`src/rtl/assert_macros.svh`:
```
// Assertion macros for the RTL of the spanning-tree block, used by mstk_dp.
// Expects signals named clk and rst in the scope of each use.
`ifndef ASSERT_MACROS_SVH
`define ASSERT_MACROS_SVH
`ifndef SYNTHESIS
`define MSTK_ASSERT(lbl, expr) \
  lbl: assert property (@(posedge clk) disable iff (rst) (expr)) \
    else $error("assertion failed");
`define MSTK_ASSERT_IMP(lbl, ante, cons) \
  lbl: assert property (@(posedge clk) disable iff (rst) (ante) |-> (cons)) \
    else $error("assertion failed");
`else
`define MSTK_ASSERT(lbl, expr)
`define MSTK_ASSERT_IMP(lbl, ante, cons)
`endif
`endif

```
`src/rtl/mstk_pkg.sv`:
```
// Shared types and constants of the spanning-tree block.
// Used by mstk_ctrl, mstk_dp and the top level; no dependencies.
package mstk_pkg;

  localparam int ENDP_BITS = 6;
  localparam int VC_BITS   = 7;
  localparam int OUT_WBITS = 32;

  typedef struct packed {
    logic load;
    logic clr;
    logic scan_init;
    logic scan;
    logic next_key;
    logic root_a;
    logic root_b;
    logic root_rd;
    logic root_step;
    logic save_ra;
    logic unite;
    logic run_done;
    logic emit_init;
    logic emit_rd;
    logic out_edge;
    logic out_flag;
    logic flag_nc;
  } cmd_t;

  typedef struct packed {
    logic clr_last;
    logic scan_done;
    logic found;
    logic in_range;
    logic root_hit;
    logic roots_differ;
    logic tree_full;
    logic tree_empty;
    logic emit_last;
    logic out_busy;
  } sts_t;

endpackage

```
`src/rtl/mstk_ctrl.sv`:
```
// Sequencer of the spanning-tree block: load, clear, scan, union, emit.
// Depends on mstk_pkg; drives the datapath through cmd_t, reads sts_t.
module mstk_ctrl (
  input  logic           clk,
  input  logic           rst,
  input  logic           in_valid,
  input  logic           last_edge,
  output logic           in_ready,
  input  mstk_pkg::sts_t sts,
  output mstk_pkg::cmd_t cmd
);

  typedef enum logic [3:0] {
    LOAD, CLEAR, TEST, SCAN, CHECK, FA_RD, FA_CHK, FB_RD, FB_CHK,
    FINISH, FLAG, EMIT_RD, EMIT_LD
  } state_t;

  state_t state, state_next;
  logic   flag_nc, flag_nc_next;

  always_comb begin
    state_next   = state;
    flag_nc_next = flag_nc;
    cmd          = '0;
    in_ready     = 1'b0;
    case (state)
      LOAD: begin
        in_ready = 1'b1;
        if (in_valid) begin
          cmd.load = 1'b1;
          if (last_edge) state_next = CLEAR;
        end
      end
      CLEAR: begin
        cmd.clr = 1'b1;
        if (sts.clr_last) state_next = TEST;
      end
      TEST: begin
        if (sts.tree_full) begin
          state_next = FINISH;
        end else begin
          cmd.scan_init = 1'b1;
          state_next    = SCAN;
        end
      end
      SCAN: begin
        cmd.scan = 1'b1;
        if (sts.scan_done) state_next = CHECK;
      end
      CHECK: begin
        if (!sts.found) begin
          state_next = FINISH;
        end else begin
          cmd.next_key = 1'b1;
          if (sts.in_range) begin
            cmd.root_a = 1'b1;
            state_next = FA_RD;
          end else begin
            state_next = TEST;
          end
        end
      end
      FA_RD: begin
        cmd.root_rd = 1'b1;
        state_next  = FA_CHK;
      end
      FA_CHK: begin
        if (sts.root_hit) begin
          cmd.save_ra = 1'b1;
          cmd.root_b  = 1'b1;
          state_next  = FB_RD;
        end else begin
          cmd.root_step = 1'b1;
          state_next    = FA_RD;
        end
      end
      FB_RD: begin
        cmd.root_rd = 1'b1;
        state_next  = FB_CHK;
      end
      FB_CHK: begin
        if (sts.root_hit) begin
          cmd.unite  = sts.roots_differ;
          state_next = TEST;
        end else begin
          cmd.root_step = 1'b1;
          state_next    = FB_RD;
        end
      end
      FINISH: begin
        cmd.run_done = 1'b1;
        if (!sts.tree_full) begin
          flag_nc_next = 1'b1;
          state_next   = FLAG;
        end else if (sts.tree_empty) begin
          flag_nc_next = 1'b0;
          state_next   = FLAG;
        end else begin
          cmd.emit_init = 1'b1;
          state_next    = EMIT_RD;
        end
      end
      FLAG: begin
        if (!sts.out_busy) begin
          cmd.out_flag = 1'b1;
          cmd.flag_nc  = flag_nc;
          state_next   = LOAD;
        end
      end
      EMIT_RD: begin
        if (!sts.out_busy) begin
          cmd.emit_rd = 1'b1;
          state_next  = EMIT_LD;
        end
      end
      EMIT_LD: begin
        cmd.out_edge = 1'b1;
        state_next   = sts.emit_last ? LOAD : EMIT_RD;
      end
      default: state_next = LOAD;
    endcase
  end

  always_ff @(posedge clk) begin
    if (rst) begin
      state   <= LOAD;
      flag_nc <= 1'b0;
    end else begin
      state   <= state_next;
      flag_nc <= flag_nc_next;
    end
  end

endmodule

```
`config.mk`:
```
export PLATFORM = sky130hd
export DESIGN_NAME = mstk_ctrl
export DESIGN_NICKNAME = d
export VERILOG_FILES = /design/src/rtl/assert_macros.svh /design/src/rtl/mstk_pkg.sv /design/src/rtl/mstk_ctrl.sv
export SDC_FILE = /design/constraint.sdc
export NUM_CORES = 1
export LEC_CHECK = 0
export BUFFER_PORTS_ARGS = -buffer_cell sky130_fd_sc_hd__buf_2
export CAP_MARGIN = 40
export CORE_MARGIN = 8
export CORE_UTILIZATION = 39
export DETAILED_ROUTE_END_ITERATION = 8
export GPL_ROUTABILITY_DRIVEN = 0
export PLACE_DENSITY = 0.76
export SLEW_MARGIN = 25
export SYNTH_ARGS = -nofsm -noshare
export SYNTH_HDL_FRONTEND = slang
export SYNTH_SLANG_ARGS = --single-unit
```
`constraint.sdc`:
```
create_clock -name clk -period 1.5 [get_ports clk]
set_clock_uncertainty 0.15 [all_clocks]
set_input_delay 0.075 -clock clk [delete_from_list [all_inputs] [get_ports clk]]
set_output_delay 0.075 -clock clk [all_outputs]
set_load 0.05 [all_outputs]
```
==> impl_metrics.tcl, run 1 <==
set metrics [dict create \
    run_status "did not finish" \
    haltStage "5_1_grt" \
    toolErrorMsg "[ERROR DPL-0038] Utilization greater than 100%, impossible to legalize" \
    tritoncts.num_buffers 3 \
    worstEndpointType "primary output" \
    starting_density_of_the_core_pct 40.4 \
    postSynthCellCount 84 \
    place_ws_ps -118 \
    die_w_um 54.8 \
    synthesis.yosys.warnings 0 \
    port_buffers 31 \
    syn_nets 98 \
    ports_placed_on_the_boundary 32 \
    syn-mean-instance-area_um2 7.00 \
    synth_sequential_area_ratio_pct 17.0 \
    cts_htree_levels 1 \
    max-clock-path-buffers 2 \
    cts-root-buf "sky130_fd_sc_hd__clkbuf_4" \
    maximum_number_of_pins_on_one_net_before_global_route_repair 10 \
    synth.cell_area_um2 588 \
    clkSinkCount 5 \
    synth-seq-cells 5 \
    yosys.cell_types.count 38 \
    sum_of_net_half_perimeters_after_detailed_placement_um 1750 \
    grt_worst_setup_endpoint "cmd[11]" \
    num_rows 14 \
    die_height_um 54.8 \
]
-- timing repair --
item	CTS
hold buffers	1
setup buffers	10
resized for setup	64
endpoints found under the hold margin	3
endpoints found under the setup margin	23
pin swaps	11
-- cells in the mapped netlist (all sizes together) --
| cell | number | area [um^2] |
|---|---|---|
| inv | 4 | 15.0 |
| nor2 | 9 | 33.8 |
| nand3b | 2 | 15.0 |
| nand2b | 5 | 38.8 |
| a31oi | 1 | 6.26 |
| and2 | 2 | 12.5 |
| or3b | 2 | 17.5 |
| nor4b | 1 | 8.76 |
| clkbuf | 1 | 3.75 |
| nor3b | 1 | 7.51 |
| o21ai | 3 | 18.8 |
| nor4 | 3 | 25.0 |
| a311o | 1 | 10.0 |
| dfxtp | 5 | 100 |
| nor4bb | 1 | 10.0 |
| mux2 | 2 | 22.5 |
| nor3 | 6 | 30.0 |
| and4 | 1 | 8.76 |
| a221oi | 1 | 8.76 |
| a21oi | 6 | 30.0 |
| nand2 | 8 | 30.0 |
| o22ai | 2 | 12.5 |
| nand3 | 1 | 5.00 |
| a21o | 1 | 7.51 |
| o31ai | 1 | 7.51 |
| nand4 | 1 | 6.26 |
| o211ai | 1 | 7.51 |
| nor2b | 3 | 18.8 |
| nand4bb | 1 | 11.3 |
| or4 | 1 | 11.3 |
| buf | 6 | 38.8 |
| o32ai | 1 | 8.76 |
-- kinds of logic after synthesis --
logic type,count (synthesis),synth area share [%]
multiplexers,2,3.83
AND/OR/NAND/NOR,48,49.4
buffers and inverters,11,9.79
AO/OA/AOI/OAI,18,20.0
flip-flops,5,17.0
-- stage by stage --
step,cell area [um^2],std cells,hold WS [ps],util (%),TNS (ps)
after floorplan,721,84,-5.59,-,-2930
after global placement,1000,147,171,69.1,-528
after CTS,1340,162,23.1,92.4,-1460
after detailed placement,1000,147,174,69.1,-778
==> inputs of run 2 (changes only) <==
--- a/config.mk
+++ b/config.mk
@@ -7,11 +7,11 @@
 export LEC_CHECK = 0
 export BUFFER_PORTS_ARGS = -buffer_cell sky130_fd_sc_hd__buf_2
 export CAP_MARGIN = 40
-export CORE_MARGIN = 8
-export CORE_UTILIZATION = 39
+export CORE_AREA = 8 8 69 71
 export DETAILED_ROUTE_END_ITERATION = 8
+export DIE_AREA = 0 0 77 79
 export GPL_ROUTABILITY_DRIVEN = 0
-export PLACE_DENSITY = 0.76
+export PLACE_DENSITY_LB_ADDON = 0.15
 export SLEW_MARGIN = 25
 export SYNTH_ARGS = -nofsm -noshare
 export SYNTH_HDL_FRONTEND = slang
==> constraint.sdc (replaced) <==
create_clock -name clk -period 1.95 [get_ports clk]
set_clock_uncertainty 0.15 [all_clocks]
set_input_delay 0.0975 -clock clk [delete_from_list [all_inputs] [get_ports clk]]
set_output_delay 0.0975 -clock clk [all_outputs]
set_load 0.05 [all_outputs]
==> run 2 against run 1 <==
  * The flow now finishes without violations
  * Area after synthesis did not move
  * Synthesized cell count did not move
==> impl_metrics.tcl, run 2 <==
set metrics [dict create \
    run_status "finished, final reports clean" \
    yosys.cell_types.count 38 \
    critical_path_arrival_ps 1600 \
    port_buffers 31 \
    ports_placed_on_the_boundary 32 \
    netlist_top_cells_area "sky130_fd_sc_hd__dfxtp_1 (17%), sky130_fd_sc_hd__nor2_1 (5.7%), sky130_fd_sc_hd__a21oi_1 (5.1%)" \
    max_flop_register "state" \
    detail_route.vias_per_cell 4.38 \
    drt_iter0_drc 80 \
    fmax_mhz 541 \
    final_core_util_pct 25.4 \
    synth_top_family_by_area "simple AND/OR/NAND/NOR gates" \
    number_of_fillers_in_the_final_layout 444 \
    maximum_number_of_pins_on_one_net_before_global_route_repair 13 \
    post-route-cell-area_um2 965 \
    synth_top_flop_cell "sky130_fd_sc_hd__dfxtp_1" \
    postSynthCellCount 84 \
    finalCritPeriodShare_pct 94.8 \
    vias 745 \
    synth-seq-cells 5 \
    worst_path_max_delay_cell "sky130_fd_sc_hd__dfxtp_1" \
    worst_setup_path_start_kind "flop" \
    clkSinkCount 5 \
    max-clock-path-buffers 2 \
    post-route-drc-count 0 \
    wire_length_of_the_first_global_routing_pass_um 3550 \
    yosys.cell_count.top_type "sky130_fd_sc_hd__nor2_1" \
    num_rows 23 \
    synthMuxAreaShare_pct 3.83 \
    worst-path-max-fanout 7 \
    cts-root-buf "sky130_fd_sc_hd__clkbuf_8" \
    cts_tree "done" \
    grt_setup_unrepaired "false" \
    yosys.area_share.adder_pct 0 \
    firstDrtPassIters 4 \
    dpl-instance-area_um2 902 \
    synth_sequential_area_ratio_pct 17.0 \
    track_usage_pct 7.41 \
    sum_of_net_half_perimeters_after_detailed_placement_um 1880 \
    grt.overflow.total 0 \
    min_path_type "in -> reg" \
    max-slew-margin-rel_pct 73.3 \
    cts.clk_slew.worst_paths_ps 30 \
    starting_density_of_the_core_pct 15.5 \
    cp.required_ps 1700 \
    max_cap_violations 0 \
    count_of_flip_flops_with_a_built_in_enable_after_synthesis 0 \
    finalHoldWorstSlack_ps 26.0 \
    final_hold_viol_count 0 \
    tritoncts.num_buffers 3 \
    synth_top_area_share_pct 17.0 \
    syn_nets 98 \
    wl_per_cell_um 13.0 \
    flow.area_growth_from_synthesis_pct 64.0 \
    synth_compound_gate_area_share_pct 20.0 \
    initial_antenna_violation_count 0 \
    clock_latency_ps 230 \
    setup-violations-final 0 \
    finalNetCount 135 \
    power_density_mw_per_mm2 1050 \
    core_mm2 0.00380 \
    static-leakage-power_nw 0.412 \
    die_w_um 77 \
    yosys.area_share.simple_pct 49.4 \
    ir_worst_vdd_uv 175 \
    async_flop_share_pct 0 \
    cell_chain_of_the_critical_path "buf_4 > nand4bb_1 > nor3b_2 > buf_2" \
    max_stage_delay_ps 380 \
    totalWireLength_um 2210 \
    post_synth_most_frequent_cells "sky130_fd_sc_hd__nor2_1 (9), sky130_fd_sc_hd__nand2_1 (8), sky130_fd_sc_hd__a21oi_1 (6), sky130_fd_sc_hd__nor3_1 (6), sky130_fd_sc_hd__dfxtp_1 (5)" \
    layout_top_registers "state: 4 flops, flag_nc: 1 flops" \
    tightest_slew_ps 401 \
    layout-drive-gt1-share_pct 47.5 \
    postCtsSetupBuffers 0 \
    num_antenna_cells 0 \
    synthXorXnorAreaFrac_pct 0 \
    finalWorstPathRequiredPeriod_ps 1850 \
    ant_nets 0 \
    die-area_mm2 0.00608 \
    timing_max_transition_violations_final 0 \
    crit_path_end_kind "primary output" \
    synthesis.yosys.warnings 0 \
    die_height_um 79 \
    largest_register_ffs 4 \
    syn-mean-instance-area_um2 7.00 \
    final_common_cell "sky130_fd_sc_hd__buf_2" \
    vias_in_the_first_global_route 751 \
    synth_largest_area_cell "sky130_fd_sc_hd__dfxtp_1" \
    p_total_mw 1.01 \
    most-common-layout-cells "sky130_fd_sc_hd__buf_2 (30), sky130_fd_sc_hd__nor2_1 (9), sky130_fd_sc_hd__nand2_1 (8)" \
    worstSetupPathType "reg -> out" \
    synth.cell_area_um2 588 \
    cts_htree_levels 1 \
]
run 2: cell counts after synthesis:
No cell type changed its count.
run 2: area by class of cell:
cell class	count	area (um^2)	area share [%]
inverter	4	15.0	1.56
timing repair buffer	39	233	24.1
multi-input combinational	68	507	52.5
tap	50	62.6	6.49
sequential	5	103	10.6
clock buffer	4	45.0	4.67
run 2: what timing repair did:
item	4_1_cts	5_1_grt
cloned	0	0
endpoints found under the hold margin	2	0
hold buffers	1	0
resized for setup	1	3
endpoints found under the setup margin	1	3
run 2: stage by stage:
step	std cells	setup slack, ps	TNS (ps)
after floorplan	84	-102	-148
after CTS	170	60.2	0
after detailed placement	165	196	0
after global routing	170	0.00167	0
after global placement	165	185	0
final	170	101	0
run 2: path summary, 6_finish.rpt:
| path | slack, ps | cells after the start | start | endpoint |
|---|---|---|---|---|
| max reg2reg | 200 | 5 | state[0] | state[0] |
| max | 100 | 4 | state[1] | cmd[4] |
| min reg2reg | 330 | 2 | flag_nc | flag_nc |
| min | 30 | 3 | sts[6] | state[2] |
run 2: cells by family (layout without fill, tap and decap cells):
family	after synthesis	count (layout)
AND/OR/NAND/NOR	48	48
multiplexers	2	2
flip-flops	5	5
buffers and inverters	11	47
AO/OA/AOI/OAI	18	18
run 2: routing by layer:
| layer | track usage (%) | vias up | wire length, um | share of wire [%] |
|---|---|---|---|---|
| met2 | 12.7 | 16 | 1100 | 50 |
| met1 | 7.48 | 346 | 931 | 42 |
| met4 | 3.96 | 0 | 38 | 1.7 |
| li1 | - | 378 | - | - |
| met5 | 0 | - | 0 | 0 |
| met3 | 3.27 | 5 | 143 | 6.5 |
run 2: report_power, final:
part | internal [mW] | switching (mW) | leakage [nW]
combinational | 0.235 | 0.390 | 0.348
clock | 0.141 | 0.0585 | 0.0228
sequential | 0.126 | 0.0579 | 0.0416
run 2: worst max-delay path: cells and delay by family (launching register included):
kind,cells,cell delay [ps]
AND/OR/NAND/NOR,2,510
buffers and inverters,2,490
flip-flops,1,380
Note: power is estimated with default switching activity, not from simulation.
==> inputs of run 3 (changes only) <==
--- a/config.mk
+++ b/config.mk
@@ -7,6 +7,8 @@
 export LEC_CHECK = 0
 export BUFFER_PORTS_ARGS = -buffer_cell sky130_fd_sc_hd__buf_2
 export CAP_MARGIN = 40
+export CELL_PAD_IN_SITES_DETAIL_PLACEMENT = 1
+export CELL_PAD_IN_SITES_GLOBAL_PLACEMENT = 1
 export CORE_AREA = 8 8 69 71
 export DETAILED_ROUTE_END_ITERATION = 8
 export DIE_AREA = 0 0 77 79
==> run 3 against run 2 <==
  * Combinational power is 3.4% higher
  * Sequential share of layout area about the same
  * First-iteration DRC count down 54%
  * Cell count is 1.2% higher
  * Core utilization up 0.36 points
  * Via count is 4.8% higher
  * Global-route usage rose by 1.1 points
  * Clock-buffer cell count unchanged
  * Maximum frequency is 1.4% higher
  * Register-to-register slack improved by 70 ps
  * Largest power group unchanged
  * Highest routed layer is now met3
==> impl_metrics.tcl, run 3 (synthesis results as in run 2) <==
set metrics [dict create \
    run_status "finished, final reports clean" \
    dp_cells 167 \
    flow.area_growth_from_synthesis_pct 66.4 \
    max_stage_delay_ps 400 \
    cts_tree "done" \
    ir_worst_vdd_uv 459 \
    ant_nets 0 \
    port_buffers 31 \
    cp.required_ps 1700 \
    grt.overflow.total 0 \
    final-instance-count-excl-fill 172 \
    timing_max_transition_violations_final 0 \
    die_height_um 79 \
    worst-path-max-fanout 8 \
    most-common-layout-cells "sky130_fd_sc_hd__buf_2 (30), sky130_fd_sc_hd__nor2_1 (9), sky130_fd_sc_hd__nand2_1 (8), sky130_fd_sc_hd__buf_4 (8), sky130_fd_sc_hd__a21oi_1 (6)" \
    cts.clk_slew.worst_paths_ps 40 \
    detail_route.vias_per_cell 4.54 \
    vias_in_the_first_global_route 850 \
    final_common_cell "sky130_fd_sc_hd__buf_2" \
    cell_chain_of_the_critical_path "buf_4 > nor4b_4 > nand2_1 > inv_1 > buf_2" \
    track_usage_pct 8.46 \
    max-slew-margin-rel_pct 76.6 \
    setup-violations-final 0 \
    max-clock-path-buffers 2 \
    layout-drive-gt1-share_pct 48.4 \
    worstSetupPathType "reg -> out" \
    wl_per_cell_um 14.9 \
    critical_path_arrival_ps 1580 \
    finalWorstPathRequiredPeriod_ps 1820 \
    clkSinkCount 5 \
    firstDrtPassIters 4 \
    die-area_mm2 0.00608 \
    wire_length_of_the_first_global_routing_pass_um 4240 \
    crit_path_end_kind "primary output" \
    max_flop_register "state" \
    finalCritPeriodShare_pct 93.5 \
    starting_density_of_the_core_pct 15.5 \
    core_mm2 0.00380 \
    min_path_type "in -> reg" \
    vias 781 \
    final_hold_viol_count 0 \
    drt_iter0_drc 37 \
    die_w_um 77 \
    finalNetCount 137 \
    cts_htree_levels 1 \
    critical-path-top-delay-family "buffers and inverters" \
    grt_setup_unrepaired "false" \
    power_density_mw_per_mm2 1040 \
    tritoncts.num_buffers 3 \
    fmax_mhz 549 \
    max_cap_violations 0 \
    cts-root-buf "sky130_fd_sc_hd__clkbuf_8" \
    ports_placed_on_the_boundary 32 \
    setup_tns_ps 0 \
    post-route-drc-count 0 \
    tightest_slew_ps 350 \
    num_rows 23 \
    worst_setup_path_start_kind "flop" \
    sum_of_net_half_perimeters_after_detailed_placement_um 2160 \
    initial_antenna_violation_count 0 \
    maximum_number_of_pins_on_one_net_before_global_route_repair 14 \
    totalWireLength_um 2560 \
    worst_path_max_delay_cell "sky130_fd_sc_hd__dfxtp_1" \
    layout_top_registers "state: 4 flops, flag_nc: 1 flops" \
    largest_register_ffs 4 \
    timing.critical_path.buf_inv 3 \
    static-leakage-power_nw 0.422 \
    num_antenna_cells 0 \
    clock_latency_ps 220 \
]
[run 3: final cells by class]
type / count / area, um^2
clock buffers: 4 / 45.0
fillers: 490 / 2820
inverters: 4 / 15.0
multi-input cells: 68 / 504
flip-flops and latches: 5 / 104
well taps: 50 / 62.6
repair buffers: 41 / 248
[run 3: routing by layer]
metal	GRT usage, %	vias to the layer above	part of all wire (%)
met5	0	-	0
met4	1.13	0	0
met3	2.82	0	7.4
met2	14.6	34	48
met1	10.2	366	44
li1	-	381	-
[run 3: path summary, 6_finish.rpt]
kind / startpoint / slack (ps) / cells after the start / to
max: state[0] / 130 / 5 / cmd[11]
min: sts[6] / 50 / 3 / state[2]
max reg2reg: state[0] / 270 / 4 / state[1]
min reg2reg: flag_nc / 350 / 2 / flag_nc
[run 3: worst register-to-register path: cells and delay by family, from the launching register on]
family | cells | cell delay (ps)
and+or+nand+nor | 2 | 570
DFF | 1 | 520
AOI/OAI and AO/OA | 2 | 330
[run 3: stage by stage]
step                hold WS (ps)  power, mW  instance area [um^2]  setup WS (ps)  utilization, %
finish                      52.6       1.02                   978            127            25.8
global route                72.6       1.09                   978           47.2            25.8
CTS                         54.4       1.03                   972           9.63            25.6
detailed placement           193      0.824                   917            252            24.1
global placement             192      0.827                   917            248            24.1
floorplan                   16.9      0.631                   663           -102               -
[run 3: what timing repair did]
action,CTS,global route
buffers inserted,0,0
endpoints found under the hold margin,2,0
resized for setup,0,4
hold buffers,1,0
endpoints found under the setup margin,0,4
[run 3: report_power, final]
group | leakage (nW) | internal, mW | switching [mW] | total, mW
Sequential | 0.0421 | 0.127 | 0.0506 | 0.178
Clock | 0.0228 | 0.141 | 0.0569 | 0.198
Combinational | 0.358 | 0.238 | 0.408 | 0.646
Total | 0.422 | 0.506 | 0.515 | 1.02
